File: src/hw/rtl/pot_ema_pkg.sv
`timescale 1ns / 1ps
// ----------------------------------------------------------------------------
// pot_ema_pkg
// Shared types and constants for the oversampled EMA filter with hysteresis.
// ----------------------------------------------------------------------------
package pot_ema_pkg;

    localparam int CHANNELS            = 8;
    localparam int SAMPLES_PER_AVERAGE = 16;

    localparam int CH_W     = 3;
    localparam int SAMPLE_W = 12;
    localparam int SUM_W    = 16;
    localparam int CNT_W    = 4;
    localparam int AVG_W    = 24;
    localparam int FRAC_W   = 8;
    localparam int LEVEL_W  = 16;
    localparam int WEIGHT_W = 8;
    localparam int THRESH_W = 16;
    localparam int CFG_W    = 16;
    localparam int CFG_IDX_W = 1;

    // count value that closes an averaging block (count wraps modulo 16)
    localparam logic [CNT_W-1:0] BLOCK_END = CNT_W'(SAMPLES_PER_AVERAGE % 16);

    localparam logic [WEIGHT_W-1:0] WEIGHT_RESET = 8'd26;
    localparam logic [THRESH_W-1:0] THRESH_RESET = 16'd328;

    localparam logic [CFG_IDX_W-1:0] REG_WEIGHT    = 1'b0;
    localparam logic [CFG_IDX_W-1:0] REG_THRESHOLD = 1'b1;

    typedef struct packed {
        logic [CH_W-1:0]     channel;
        logic [SAMPLE_W-1:0] sample;
    } in_t;

    typedef struct packed {
        logic [CH_W-1:0]    report_channel;
        logic [LEVEL_W-1:0] smoothed_level;
    } out_t;

    typedef struct packed {
        logic [WEIGHT_W-1:0] smoothing_weight;
        logic [THRESH_W-1:0] report_threshold;
    } cfg_t;

endpackage

File: src/hw/rtl/pot_ema_cfg.sv
`timescale 1ns / 1ps
// ----------------------------------------------------------------------------
// pot_ema_cfg
// Configuration registers: smoothing weight and report threshold.
// ----------------------------------------------------------------------------
module pot_ema_cfg (
    input  logic                            clk,
    input  logic                            rst_n,
    input  logic                            cfg_write,
    input  logic [pot_ema_pkg::CFG_IDX_W-1:0] cfg_index,
    input  logic [pot_ema_pkg::CFG_W-1:0]   cfg_data,
    output pot_ema_pkg::cfg_t               cfg
);

    pot_ema_pkg::cfg_t cfg_reg;

    always_ff @(posedge clk or negedge rst_n)
    begin
        if (!rst_n)
        begin
            cfg_reg.smoothing_weight <= pot_ema_pkg::WEIGHT_RESET;
            cfg_reg.report_threshold <= pot_ema_pkg::THRESH_RESET;
        end
        else if (cfg_write)
        begin
            unique case (cfg_index)
                pot_ema_pkg::REG_WEIGHT:
                    cfg_reg.smoothing_weight <= cfg_data[pot_ema_pkg::WEIGHT_W-1:0];
                pot_ema_pkg::REG_THRESHOLD:
                    cfg_reg.report_threshold <= cfg_data[pot_ema_pkg::THRESH_W-1:0];
                default:
                begin
                end
            endcase
        end
    end

    assign cfg = cfg_reg;

endmodule

File: src/hw/rtl/pot_ema_core.sv
`timescale 1ns / 1ps
// ----------------------------------------------------------------------------
// pot_ema_core
// Input register, per-channel state and the single-pass EMA/hysteresis update.
// ----------------------------------------------------------------------------
module pot_ema_core (
    input  logic               clk,
    input  logic               rst_n,
    input  logic               in_valid,
    output logic               in_ready,
    input  pot_ema_pkg::in_t   in_req,
    input  pot_ema_pkg::cfg_t  cfg,
    output logic               res_valid,
    input  logic               res_ready,
    output pot_ema_pkg::out_t  res
);

    logic                                s1_valid_reg;
    pot_ema_pkg::in_t                    s1_req_reg;

    logic [pot_ema_pkg::SUM_W-1:0]       sum_reg   [pot_ema_pkg::CHANNELS];
    logic [pot_ema_pkg::CNT_W-1:0]       cnt_reg   [pot_ema_pkg::CHANNELS];
    logic [pot_ema_pkg::AVG_W-1:0]       avg_reg   [pot_ema_pkg::CHANNELS];
    logic [pot_ema_pkg::LEVEL_W-1:0]     last_reg  [pot_ema_pkg::CHANNELS];
    logic [pot_ema_pkg::CHANNELS-1:0]    never_reg;

    logic [pot_ema_pkg::CH_W-1:0]        ch;
    logic                                in_range;
    logic [pot_ema_pkg::SUM_W-1:0]       sum_add;
    logic [pot_ema_pkg::CNT_W-1:0]       cnt_inc;
    logic                                done;
    logic signed [24:0]                  diff;
    logic signed [8:0]                   weight_s;
    logic signed [33:0]                  prod;
    logic signed [33:0]                  rounded;
    logic signed [25:0]                  step;
    logic signed [26:0]                  avg_sum;
    logic [pot_ema_pkg::AVG_W-1:0]       avg_new;
    logic [pot_ema_pkg::LEVEL_W-1:0]     level;
    logic [pot_ema_pkg::LEVEL_W-1:0]     last;
    logic [pot_ema_pkg::LEVEL_W-1:0]     delta;
    logic                                report;
    logic                                advance;
    logic                                fire;

    assign ch       = s1_req_reg.channel;
    assign in_range = (32'(ch) < pot_ema_pkg::CHANNELS);

    always_comb
    begin
        sum_add  = sum_reg[ch] + pot_ema_pkg::SUM_W'(s1_req_reg.sample);
        cnt_inc  = cnt_reg[ch] + 4'd1;
        done     = (cnt_inc == pot_ema_pkg::BLOCK_END);

        diff     = $signed({1'b0, sum_add, 8'h00}) - $signed({1'b0, avg_reg[ch]});
        weight_s = $signed({1'b0, cfg.smoothing_weight});
        prod     = diff * weight_s;
        // floor((diff*w + 128) / 256)
        rounded  = prod + 34'sd128;
        step     = rounded[33:8];
        avg_sum  = $signed({3'b000, avg_reg[ch]}) + $signed({step[25], step});

        if (avg_sum < 27'sd0)
            avg_new = '0;
        else if (avg_sum > $signed({3'b000, {pot_ema_pkg::AVG_W{1'b1}}}))
            avg_new = {pot_ema_pkg::AVG_W{1'b1}};
        else
            avg_new = avg_sum[pot_ema_pkg::AVG_W-1:0];

        level = avg_new[pot_ema_pkg::AVG_W-1:pot_ema_pkg::FRAC_W];
        last  = last_reg[ch];
        delta = (level > last) ? (level - last) : (last - level);

        report = in_range && done && (never_reg[ch] || (delta > cfg.report_threshold));
    end

    assign advance  = !report || res_ready;
    assign fire     = s1_valid_reg && advance;
    assign in_ready = !s1_valid_reg || advance;

    always_ff @(posedge clk or negedge rst_n)
    begin
        if (!rst_n)
        begin
            s1_valid_reg <= 1'b0;
        end
        else if (in_ready)
        begin
            s1_valid_reg <= in_valid;
        end
    end

    always_ff @(posedge clk)
    begin
        if (in_ready && in_valid)
        begin
            s1_req_reg <= in_req;
        end
    end

    always_ff @(posedge clk or negedge rst_n)
    begin
        if (!rst_n)
        begin
            for (int i = 0; i < pot_ema_pkg::CHANNELS; i++)
            begin
                sum_reg[i]  <= '0;
                cnt_reg[i]  <= '0;
                avg_reg[i]  <= '0;
                last_reg[i] <= '0;
            end
            never_reg <= '1;
        end
        else if (fire && in_range)
        begin
            if (done)
            begin
                sum_reg[ch] <= '0;
                cnt_reg[ch] <= '0;
                avg_reg[ch] <= avg_new;
            end
            else
            begin
                sum_reg[ch] <= sum_add;
                cnt_reg[ch] <= cnt_inc;
            end
            if (report)
            begin
                last_reg[ch]  <= level;
                never_reg[ch] <= 1'b0;
            end
        end
    end

    assign res_valid          = s1_valid_reg && report;
    assign res.report_channel = ch;
    assign res.smoothed_level = level;

endmodule

File: src/hw/rtl/pot_ema_out.sv
`timescale 1ns / 1ps
// ----------------------------------------------------------------------------
// pot_ema_out
// Result register: holds one report until the receiver takes it.
// ----------------------------------------------------------------------------
module pot_ema_out (
    input  logic               clk,
    input  logic               rst_n,
    input  logic               res_valid,
    output logic               res_ready,
    input  pot_ema_pkg::out_t  res,
    output logic               out_valid,
    input  logic               out_ready,
    output pot_ema_pkg::out_t  out_req
);

    logic              valid_reg;
    pot_ema_pkg::out_t data_reg;

    assign res_ready = !valid_reg || out_ready;

    always_ff @(posedge clk or negedge rst_n)
    begin
        if (!rst_n)
        begin
            valid_reg <= 1'b0;
        end
        else if (res_ready)
        begin
            valid_reg <= res_valid;
        end
    end

    always_ff @(posedge clk)
    begin
        if (res_ready && res_valid)
        begin
            data_reg <= res;
        end
    end

    assign out_valid = valid_reg;
    assign out_req   = data_reg;

endmodule

File: src/hw/rtl/pot_oversample_ema_hysteresis_top.sv
`timescale 1ns / 1ps
// ----------------------------------------------------------------------------
// pot_oversample_ema_hysteresis_top
// Per-channel oversampling, EMA smoothing and change-triggered reporting.
// ----------------------------------------------------------------------------
// Input channel (in_valid/in_ready/in_req): one 12-bit sample with its channel
// number. Output channel (out_valid/out_ready/out_req): a channel number and
// its new smoothed level, sent only when the level moved by more than the
// threshold or the channel has not reported yet.
// Config port: cfg_write with cfg_index 0 sets the smoothing weight,
// index 1 the report threshold. Write only while the block is idle.
// Throughput: one sample per cycle while in_ready is high. An accepted sample
// enters the input register; the per-channel read-modify-write and the weight
// multiply run while it is held there, and a report then moves on into the
// output register, from which the receiver takes it.
// When the receiver stalls, a pending report holds the output register; one
// more sample can wait in the input register, and samples that do not report
// keep flowing through. in_ready drops only when a reporting sample is
// blocked behind a held report.
// Reset clears all channel sums, counts, averages and reported levels, marks
// every channel as not yet reported and loads the default weight/threshold.
// ----------------------------------------------------------------------------
module pot_oversample_ema_hysteresis_top (
    input  logic                              clk,
    input  logic                              rst_n,
    input  logic                              in_valid,
    output logic                              in_ready,
    input  pot_ema_pkg::in_t                  in_req,
    output logic                              out_valid,
    input  logic                              out_ready,
    output pot_ema_pkg::out_t                 out_req,
    input  logic                              cfg_write,
    input  logic [pot_ema_pkg::CFG_IDX_W-1:0] cfg_index,
    input  logic [pot_ema_pkg::CFG_W-1:0]     cfg_data
);

    pot_ema_pkg::cfg_t cfg;
    pot_ema_pkg::out_t res;
    logic              res_valid;
    logic              res_ready;

    pot_ema_cfg u_cfg (
        .clk       (clk),
        .rst_n     (rst_n),
        .cfg_write (cfg_write),
        .cfg_index (cfg_index),
        .cfg_data  (cfg_data),
        .cfg       (cfg)
    );

    pot_ema_core u_core (
        .clk       (clk),
        .rst_n     (rst_n),
        .in_valid  (in_valid),
        .in_ready  (in_ready),
        .in_req    (in_req),
        .cfg       (cfg),
        .res_valid (res_valid),
        .res_ready (res_ready),
        .res       (res)
    );

    pot_ema_out u_out (
        .clk       (clk),
        .rst_n     (rst_n),
        .res_valid (res_valid),
        .res_ready (res_ready),
        .res       (res),
        .out_valid (out_valid),
        .out_ready (out_ready),
        .out_req   (out_req)
    );

endmodule

File: config.mk
export PLATFORM = sky130hd
export DESIGN_NAME = pot_oversample_ema_hysteresis_top
export DESIGN_NICKNAME = d
export VERILOG_FILES = /design/src/hw/rtl/pot_ema_pkg.sv /design/src/hw/rtl/pot_ema_cfg.sv /design/src/hw/rtl/pot_ema_core.sv /design/src/hw/rtl/pot_ema_out.sv /design/src/hw/rtl/pot_oversample_ema_hysteresis_top.sv
export SDC_FILE = /design/constraint.sdc
export NUM_CORES = 1
export LEC_CHECK = 0
export BUFFER_PORTS_ARGS = -buffer_cell sky130_fd_sc_hd__buf_2
export CAP_MARGIN = 20
export CORE_AREA = 2 2 274 303
export DETAILED_ROUTE_END_ITERATION = 8
export DIE_AREA = 0 0 276 305
export MAX_ROUTING_LAYER = met4
export PLACE_DENSITY_LB_ADDON = 0.15
export SLEW_MARGIN = 10
export SYNTH_ARGS = -nofsm -noshare
export SYNTH_HDL_FRONTEND = slang
export SYNTH_SLANG_ARGS = --single-unit
File: constraint.sdc
create_clock -name clk -period 28.5 [get_ports clk]
set_input_delay 4.275 -clock clk [delete_from_list [all_inputs] [get_ports clk]]
set_output_delay 4.275 -clock clk [all_outputs]
set_load 0.05 [all_outputs]
# Word level (Yosys, flattened, before mapping)
# Cells that the tools add are included.
# classes
n_mul	1
add_sub_neg	7
n_reduce_logical	19
mux	31
bitwise	8
n_lt_le_gt_ge	8
# op_table
operator	count
128-bit bitwise mux	2
192-bit bitwise mux	1
128-bit AND	1
128-bit two-way mux	1
128-bit NOT	1
24-bit two-way mux	5
16-bit binary-select mux with 3-bit select	2
16-bit two-way mux	6
24-bit binary-select mux with 3-bit select	1
24-bit demux with 3-bit select	1
16-bit demux with 3-bit select	1
34-bit by 9-bit adder with 34-bit output, second input constant	1
25-bit by 9-bit multiplier with 34-bit output	1
32-bit AND	1
32-bit bitwise mux	1
16-bit greater-than comparator	2
32-bit two-way mux	1
32-bit NOT	1
16-bit subtractor	2
25-bit by 26-bit adder with 27-bit output	1
27-bit by 25-bit greater-than comparator with 1-bit output, second input constant	1
27-bit by 1-bit less-than comparator with 1-bit output, second input constant	1
24-bit by 24-bit subtractor with 25-bit output	1
16-bit by 12-bit adder with 16-bit output	1
20 further kinds	37
# word_totals
wordCells	115
inputBits	37
reg_bits	548

# Logic depth before layout (Yosys ltp)
# Gate-level depths: netlist of the first run.
# depth
word_depth	21
ltp_mapped	77

# By module
# From an unflattened synthesis of the first run, not the netlist that was laid out.
# unflattened
hier_cells	3271
hier_area_um2	35011.1
# modules_own_cells
module	cells_each	n_inst	area_each_um2
pot_ema_core	3196	1	33480.9
pot_ema_cfg	52	1	905.9
pot_ema_out	23	1	624.3

# Least setup slack after synthesis of the first run
# No wires, ideal clock.
# synth_path
kind	register to output
from	reg u_core.s1_req_reg (netlist bit u_core.ch[0])
to	out in_ready
required_time_ps	24225
arrival_ps	16893
stages_incl_launch_ff	71
n_path_buf	14
slack_ps	7332
path_cell_list	edfxtp_1 buf_4 buf_1 buf_1 clkbuf_1 nor3_1 clkbuf_1 clkbuf_1 buf_1 a22oi_1 nand4_1 ha_1 fa_1 a21o_1 a211oi_1 o21bai_1 a41oi_1 xnor2_1 [35 not listed] a21o_1 a21o_1 a21oi_1 o21ai_0 o22ai_1 clkbuf_1 buf_1 o211ai_1 xor2_1 ha_1 nand2_1 or2_2 nor2_1 o311a_1 o31ai_1 and2_1 clkbuf_1 or3_1
# synth_lines
element	line	rtl
start: declaration	pot_ema_core.sv:19	pot_ema_pkg::in_t s1_req_reg;
start signal: assignment	pot_ema_core.sv:97	s1_req_reg <= in_req;
end: declaration	pot_oversample_ema_hysteresis_top.sv:27	output logic in_ready,

# Worst setup path after layout of the first run
# layout_path
from	reg u_core.s1_req_reg (netlist bit u_core.ch[2])
to	out in_ready
# layout_via
elab_chain_cells	20
word_cells_on_any_way	36
classes_between	add/sub: 7; mul: 1; order compare: 4; mux: 17; bitwise: 1; reduce/logical: 6
# layout_lines
element	line	rtl
3-bit NOT with 4-bit output (implied by the code)	n/a	
16-bit binary-select mux with 3-bit select	pot_ema_core.sv:51	sum_add = sum_reg[ch] + pot_ema_pkg::SUM_W'(s1_req_reg.sample);
16-bit two-way mux (implied by the code) (2 in a row)	pot_ema_core.sv:51	
16-bit by 12-bit adder with 16-bit output	pot_ema_core.sv:51	
24-bit by 24-bit subtractor with 25-bit output	pot_ema_core.sv:55	diff = $signed({1'b0, sum_add, 8'h00}) - $signed({1'b0, avg_reg[ch]});
25-bit by 9-bit multiplier with 34-bit output	pot_ema_core.sv:57	prod = diff * weight_s;
34-bit by 9-bit adder with 34-bit output	pot_ema_core.sv:59	rounded = prod + 34'sd128;
25-bit by 26-bit adder with 27-bit output	pot_ema_core.sv:61	avg_sum = $signed({3'b000, avg_reg[ch]}) + $signed({step[25], step});
[3 not listed]	n/a	
16-bit subtractor or 16-bit greater-than comparator (tied branches)	pot_ema_core.sv:72	delta = (level > last) ? (level - last) : (last - level);
16-bit two-way mux	pot_ema_core.sv:72	
16-bit greater-than comparator	pot_ema_core.sv:74	report = in_range && done && (never_reg[ch] || (delta > cfg.report_threshold));
1-bit logical OR	pot_ema_core.sv:74	
1-bit logical AND (*)	pot_ema_core.sv:74	
1-bit logical NOT (*)	pot_ema_core.sv:77	assign advance = !report || res_ready;
1-bit logical OR (*)	pot_ema_core.sv:77	
1-bit logical OR (*)	pot_ema_core.sv:79	assign in_ready = !s1_valid_reg || advance;
# Every way passes the cells marked *; elsewhere a longest branch is shown, timed or not. The select of a mux whose other input is x is not followed.

==> impl_results.md, run 1 <==
* Vias in the first global route at 27241
* CP Data Required Time at 24230 ps
* CP endpoint kind: output pin
* CP max FO at 52
* Post-synth EDFFs at 34
* Antenna Nets Post-Route at 0
* Worst Path Arrival at 19560 ps
* Initial Util at 44.7%
* Critical R2R Capture: u_core.last_reg[87]
* Area growth syn-to-layout at 9.85%
* DRT iter0 DRCs at 1729
* Vias per cell at 5.96
* Remaining global-route overflow at 0
* Reg2reg path depth at 61
* R2r setup slk at 7880 ps
* Crit path top cell by count: ha_1
* Status: finished, final reports clean
* DRC violations left at 0
* Die Height at just over 300 um
* RSZ-0062 raised after global routing: no
* Fmax at between 40 and 50 MHz
* Top FF cell, synth: dfrtp_1
* Vias at 26082
* Sequential area share after synthesis at 38.3%
* Largest delay contributor family on the critical path: compound AO/OA/AOI/OAI gates
* Syn Nets at 3638
* Syn_area_per_cell at around 11 um^2
* Final Max Tran Viols at 0
* Skew final at 29.9 ps
* Maxcap violations at 0
* TritonCTS Buffers at 54
* Startpoint class of the critical path: flip-flop
* Worst Path Buf+Inv at 6
* CTS tree: yes
* Hpwl dp at between 70 and 80 mm
* Clk slew on worst S/H paths at 60 ps
* Gp weighted congestion at 0.920
* Share of layout cells above drive strength 1 at 24.5%
* Core Box Area at 81200 um^2
* Crit Path Class: reg -> out
* Final TNS setup at 0 ps
* Final setup viols at 0
* Final min period at 23830 ps
* Yosys cell types at 86
* Postcts setup bufs at 0
* Synth async-reset ratio at 93.8%
* Relative slew slack at 23.8%
* Max stage delay on crit path at 900 ps
* Buffers on Ports at 57
* Reg2Reg Launch Point: u_core.ch[2]
* Worst hold stages at 2
* Nets at 3653
* CTS Root Cell: clkbuf_16
* Hold Crit Class: reg -> reg
* Post-cts resize count at 0
* Antenna violations before repair at 5
* DIE WIDTH at approximately 280 um
* Gr usage total at 25.7%
* Cts hold-fix bufs at 0
* Fillers at 7232
* DRT Pass-1 Iters at 5
* CTS sink count at 548
* Final hold vios at 0
* Skew-Pair Late Insertion Delay at 630 ps
* # IOs at 58
* Synthesis Warnings at 0
* Die area at 84200 um^2
* Longest Clk Path Bufs at 3
* Syn Std Cell Area at ~36000 um^2
* Post-Syn Instances at 3252
* Routed len/inst at 24.0 um
* Total wire length at approximately 110 mm
* Hold Crit Start: u_core.avg_reg[149]
* Max stage delay cell, worst path: a211oi_4
* Final period util at between 80% and 90%
* Row Count at 110
* Largest net degree at the start of global routing at 102
* Seq cells post-synth at ~550
* Max reg flops at between 150 and 200
* Worst Hold Path EP: u_core.avg_reg[149]
* Worst-Margin Slew at 1140 ps
* H-tree levels at 2
* First-pass GRT wire length at 164 mm
-- through the flow --
| step | cell area (um^2) | setup WS, ps | utilization (%) | hold WS, ps | std cells |
|---|---|---|---|---|---|
| 4_1_cts | 39800 | 4720 | 49.0 | 484 | 4371 |
| 2_1_floorplan | 36300 | 7330 | - | 421 | 3252 |
| 5_1_grt | 39900 | 3230 | 49.1 | 499 | 4377 |
| 3_3_place_gp | 37900 | 5820 | 46.6 | 469 | 4268 |
| 3_5_place_dp | 37900 | 5400 | 46.6 | 470 | 4269 |
| 6_report | 39900 | 4670 | 49.1 | 484 | 4379 |
-- logic make-up (layout without fill, tap and decap cells) --
logic type / Yosys count / in the layout / share of synthesized area [%]
buffers and inverters: 428 / 489 / 4.55
adders and majority gates: 349 / 349 / 15.3
DFF: 548 / 548 / 38.3
other: 0 / 2 / 0
xor gates and xnor gates: 94 / 94 / 2.27
muxes: 557 / 557 / 17.7
AOI/OAI and AO/OA: 610 / 610 / 12.0
and+or+nand+nor: 666 / 666 / 9.81
-- worst register-to-register path, delay by kind of cell (launching register included) --
family,cells,cell delay [ps]
xor+xnor,3,550
flops,1,720
compound gates,24,7290
simple gates,15,4610
mux,1,560
buf+inv,6,1920
fa+ha+maj,12,4870
-- area by class of cell --
type | count | area (um^2) | share of cell area, %
diodes | 2 | 5.00 | 0.0126
clock buffers | 75 | 1530 | 3.84
clock inverters | 27 | 368 | 0.923
inverters | 255 | 957 | 2.40
multi-input cells | 2276 | 20900 | 52.3
flip-flops and latches | 548 | 13900 | 34.9
well taps | 1064 | 1330 | 3.34
repair buffers | 132 | 903 | 2.27
-- cell usage after synthesis (18+ instances only) --
| cell | n | area (um^2) |
|---|---|---|
| dfrtp_1 | 500 | 12500 |
| nor2b_1 | 70 | 438 |
| inv_1 | 254 | 953 |
| and2_1 | 90 | 563 |
| o21a_1 | 18 | 135 |
| xnor2_1 | 62 | 543 |
| nand2_1 | 161 | 604 |
| nor2_1 | 97 | 364 |
| a21oi_1 | 94 | 470 |
| fa_1 | 160 | 3200 |
| a22oi_1 | 106 | 796 |
| o21ai_0 | 70 | 350 |
| nor3_1 | 29 | 145 |
| mux2_2 | 505 | 5690 |
| and3_1 | 22 | 138 |
| edfxtp_1 | 34 | 1020 |
| a21o_1 | 47 | 353 |
| nand4_1 | 23 | 144 |
| xor2_1 | 32 | 280 |
| nand3_1 | 61 | 305 |
| a211oi_1 | 22 | 165 |
| ha_1 | 189 | 2360 |
| nand2b_1 | 29 | 181 |
| clkbuf_1 | 132 | 495 |
| o211ai_1 | 23 | 173 |
| o22ai_1 | 70 | 438 |
| mux2i_1 | 35 | 350 |
| buf_2 | 22 | 110 |
-- layer usage --
layer | up-vias | share of wire (%) | track usage (%)
li1 | 11643 | - | -
met1 | 13684 | 45 | 33.9
met2 | 622 | 49 | 42.7
met3 | 133 | 4.3 | 2.82
met4 | 0 | 2.1 | 5.78
met5 | - | 0 | -
-- how the worst max path moves through the flow --
stage,start,to,slack [ps],cells past startpoint
4_1_cts,u_core.ch[2],in_ready,4720,58
2_1_floorplan,u_core.ch[0],in_ready,7330,70
3_5_place_dp,u_core.ch[2],in_ready,5400,59
6_report,u_core.ch[2],in_ready,4670,58
3_3_place_gp,u_core.ch[2],in_ready,5820,60
5_1_grt,u_core.ch[2],in_ready,3230,59
-- placed cells by master (no fill, tap or decap), types with 71 or more instances in the layout --
cell type / n
mux2_2: 505
nand2_1: 161
dfrtp_1: 500
inv_1: 254
a22oi_1: 106
a21oi_1: 93
nor2_1: 87
and2_1: 90
ha_1: 189
buf_4: 71
fa_1: 160
Power of run 1 is left out: the tool's default activity adds up to more than one toggle a clock period on the data nets, which glitch-free logic cannot reach.
==> inputs of run 2 (changes only) <==
--- a/config.mk
+++ b/config.mk
@@ -5,11 +5,12 @@
 export SDC_FILE = /design/constraint.sdc
 export NUM_CORES = 1
 export LEC_CHECK = 0
+export ABC_AREA = 1
 export BUFFER_PORTS_ARGS = -buffer_cell sky130_fd_sc_hd__buf_2
 export CAP_MARGIN = 20
-export CORE_AREA = 2 2 274 303
+export CORE_AREA = 2 2 277 306
 export DETAILED_ROUTE_END_ITERATION = 8
-export DIE_AREA = 0 0 276 305
+export DIE_AREA = 0 0 279 308
 export MAX_ROUTING_LAYER = met4
 export PLACE_DENSITY_LB_ADDON = 0.15
 export SLEW_MARGIN = 10
==> constraint.sdc (replaced) <==
create_clock -name clk -period 21.3 [get_ports clk]
set_input_delay 3.195 -clock clk [delete_from_list [all_inputs] [get_ports clk]]
set_output_delay 3.195 -clock clk [all_outputs]
set_load 0.05 [all_outputs]
==> run 2 against run 1 <==
Via count grew 22%. Largest cell class unchanged. Highest routed layer unchanged. Critical path depth grew 19. Sequential cell count is the same.
==> impl_results.md, run 2 <==
* CP Data Required Time at 18110 ps
* Maxcap violations at 0
* Share of layout cells above drive strength 1 at approximately 7.6%
* Final Core Density at between 40 and 50%
* Worst-Margin Slew at 1140 ps
* Final setup viols at 0
* Buffers on Ports at 57
* RSZ-0062 raised after global routing: no
* Fmax at 49.6 MHz
* Vias per cell at 5.59
* Status: finished, final reports clean
* Area growth syn-to-layout at 8.50%
* Most common cell in the netlist: nand2_1
* Largest net degree at the start of global routing at 215
* Row Count at 111
* Max stage delay on crit path at 730 ps
* First-pass GRT wire length at 190 mm
* Seq cells post-synth at 548
* Yosys cell types at 64
* Area post-placement at approximately 38000 um^2
* Antenna violations before repair at 2
* Syn Nets at 5006
* TritonCTS Buffers at 60
* Total wire length at 122 mm
* Sequential area share after synthesis at 37.6%
* Skew-Pair Late Insertion Delay at ~650 ps
* Top FF cell, synth: dfrtp_1
* Core Box Area at just over 80000 um^2
* Gr usage total at 29.4%
* Skew final at ~26 ps
* Crit Path Class: reg -> out
* Syn Std Cell Area at 36900 um^2
* DRT iter0 DRCs at approximately 2900
* H-tree levels at 2
* Longest Clk Path Bufs at 3
* Final period util at between 90% and 100%
* CTS tree: yes
* Commonest non-fill, non-tap cell in the layout: nand2_1
* Final Max Tran Viols at 0
* Final min period at ~20000 ps
* Top-area cell type share of the netlist area at 33.9%
* Synth top area cells: dfrtp_1 (34%), nand2_1 (14%), fa_1 (8.7%)
* # IOs at 58
* Final TNS setup at 0 ps
* Vias at 31910
* Synth area leader: dfrtp_1
* Most frequent cells after synthesis: nand2_1 (1408), dfrtp_1 (500), nand3_1 (460)
* Post-route design area at 40100 um^2
* CTS sink count at 548
* Hpwl dp at 83.1 mm
* Die Height at 308 um
* DRC violations left at 0
* Max stage delay cell, worst path: nand4_2
* Post-Syn Instances at between 4000 and 5000
* Nets at 4969
* Synthesis Warnings at 0
* Hold Crit Class: reg -> reg
* Commonest cells after routing, fill and taps aside: nand2_1 (1407), dfrtp_1 (500), nand3_1 (460)
* Synth async-reset ratio at a little over nine tenths
* Post-synth EDFFs at 34
* Clk slew on worst S/H paths at 60 ps
* Remaining global-route overflow at 0
* Gp weighted congestion at 0.955
* Vias in the first global route at 31382
* CP endpoint kind: output pin
* Antenna Nets Post-Route at 0
* Max reg flops at 192
* CP max FO at 25
* Initial Util at 44.5%
* Syn_area_per_cell at 7.99 um^2
* Final hold vios at 0
* Worst Path Arrival at 16970 ps
* Relative slew slack at 23.2%
* Die area at 85900 um^2
* Startpoint class of the critical path: flip-flop
* CTS Root Cell: clkbuf_16
* Routed len/inst at 21.3 um
* DRT Pass-1 Iters at 6
* DIE WIDTH at about 280 um
-- run 2: changes by cell type after synthesis, moves of 128 or more --
cell | before | now
mux2_2 | 505 | 0
nor2_1 | 97 | 273
nand2_1 | 161 | 1408
nand3_1 | 61 | 460
inv_1 | 254 | 435
o21ai_0 | 70 | 198
-- run 2: repair_timing --
action,in CTS,in global routing
resized for setup,0,6
endpoints found under the setup margin,0,1
buffers inserted,0,5
hold buffers,0,0
-- run 2: worst paths after layout --
kind | startpoint | endpoint | slack, ps | cells after the start
min | u_core.never_reg[2] | u_core.never_reg[2] | 440 | 2
max | u_core.ch[1] | in_ready | 1140 | 77
min reg2reg | u_core.never_reg[2] | u_core.never_reg[2] | 440 | 2
min in group asynchronous | rst_n | u_core.sum_reg[53] | 2650 | 1
max in group asynchronous | rst_n | u_cfg.cfg[22] | 15400 | 4
max reg2reg | u_core.ch[1] | u_core.avg_reg[124] | 3440 | 77
-- run 2: cell type report --
cell class	count	area, um^2
Antenna cell	1	2.50
Clock buffer	82	1690
Clock inverter	30	378
Fill cell	8179	42800
Inverter	466	1750
Multi-Input combinational cell	3390	20200
Sequential cell	548	13900
Tap cell	1073	1340
Timing Repair Buffer	117	758
-- run 2: kinds of logic after synthesis --
logic type / synth area share, %
and+or+nand+nor: 27.3
buffers and inverters: 7.78
AOI/OAI and AO/OA: 10.0
DFF: 37.6
adders and majority gates: 15.1
xor gates and xnor gates: 2.06
muxes: 0.136
-- run 2: through the flow --
step / setup slack [ps] / hold slack, ps / cells
CTS: 688 / 441 / 5701
finish: 1140 / 441 / 5707
global placement: 1620 / 430 / 5589
global route: 18.0 / 449 / 5707
detailed placement: 1420 / 431 / 5589
floorplan: 5000 / 424 / 4620
-- run 2: worst max-delay path: cells and delay by family, from the launching register on --
kind	cells	cell delay [ps]
AND/OR/NAND/NOR	36	5990
adder cells (fa/ha/maj)	11	4320
AO/OA/AOI/OAI	15	2760
buffers and inverters	12	1800
XOR/XNOR	3	820
flip-flops	1	580
-- run 2: per-layer routing --
| layer | up-vias | routed length, um | track usage [%] |
|---|---|---|---|
| met4 | 0 | 3160 | 7.48 |
| met5 | - | 0 | - |
| met1 | 15713 | 53400 | 39.5 |
| met2 | 1039 | 57600 | 47.4 |
| met3 | 168 | 7610 | 3.53 |
| li1 | 14990 | - | - |
Power of run 2 is left out for the same reason.
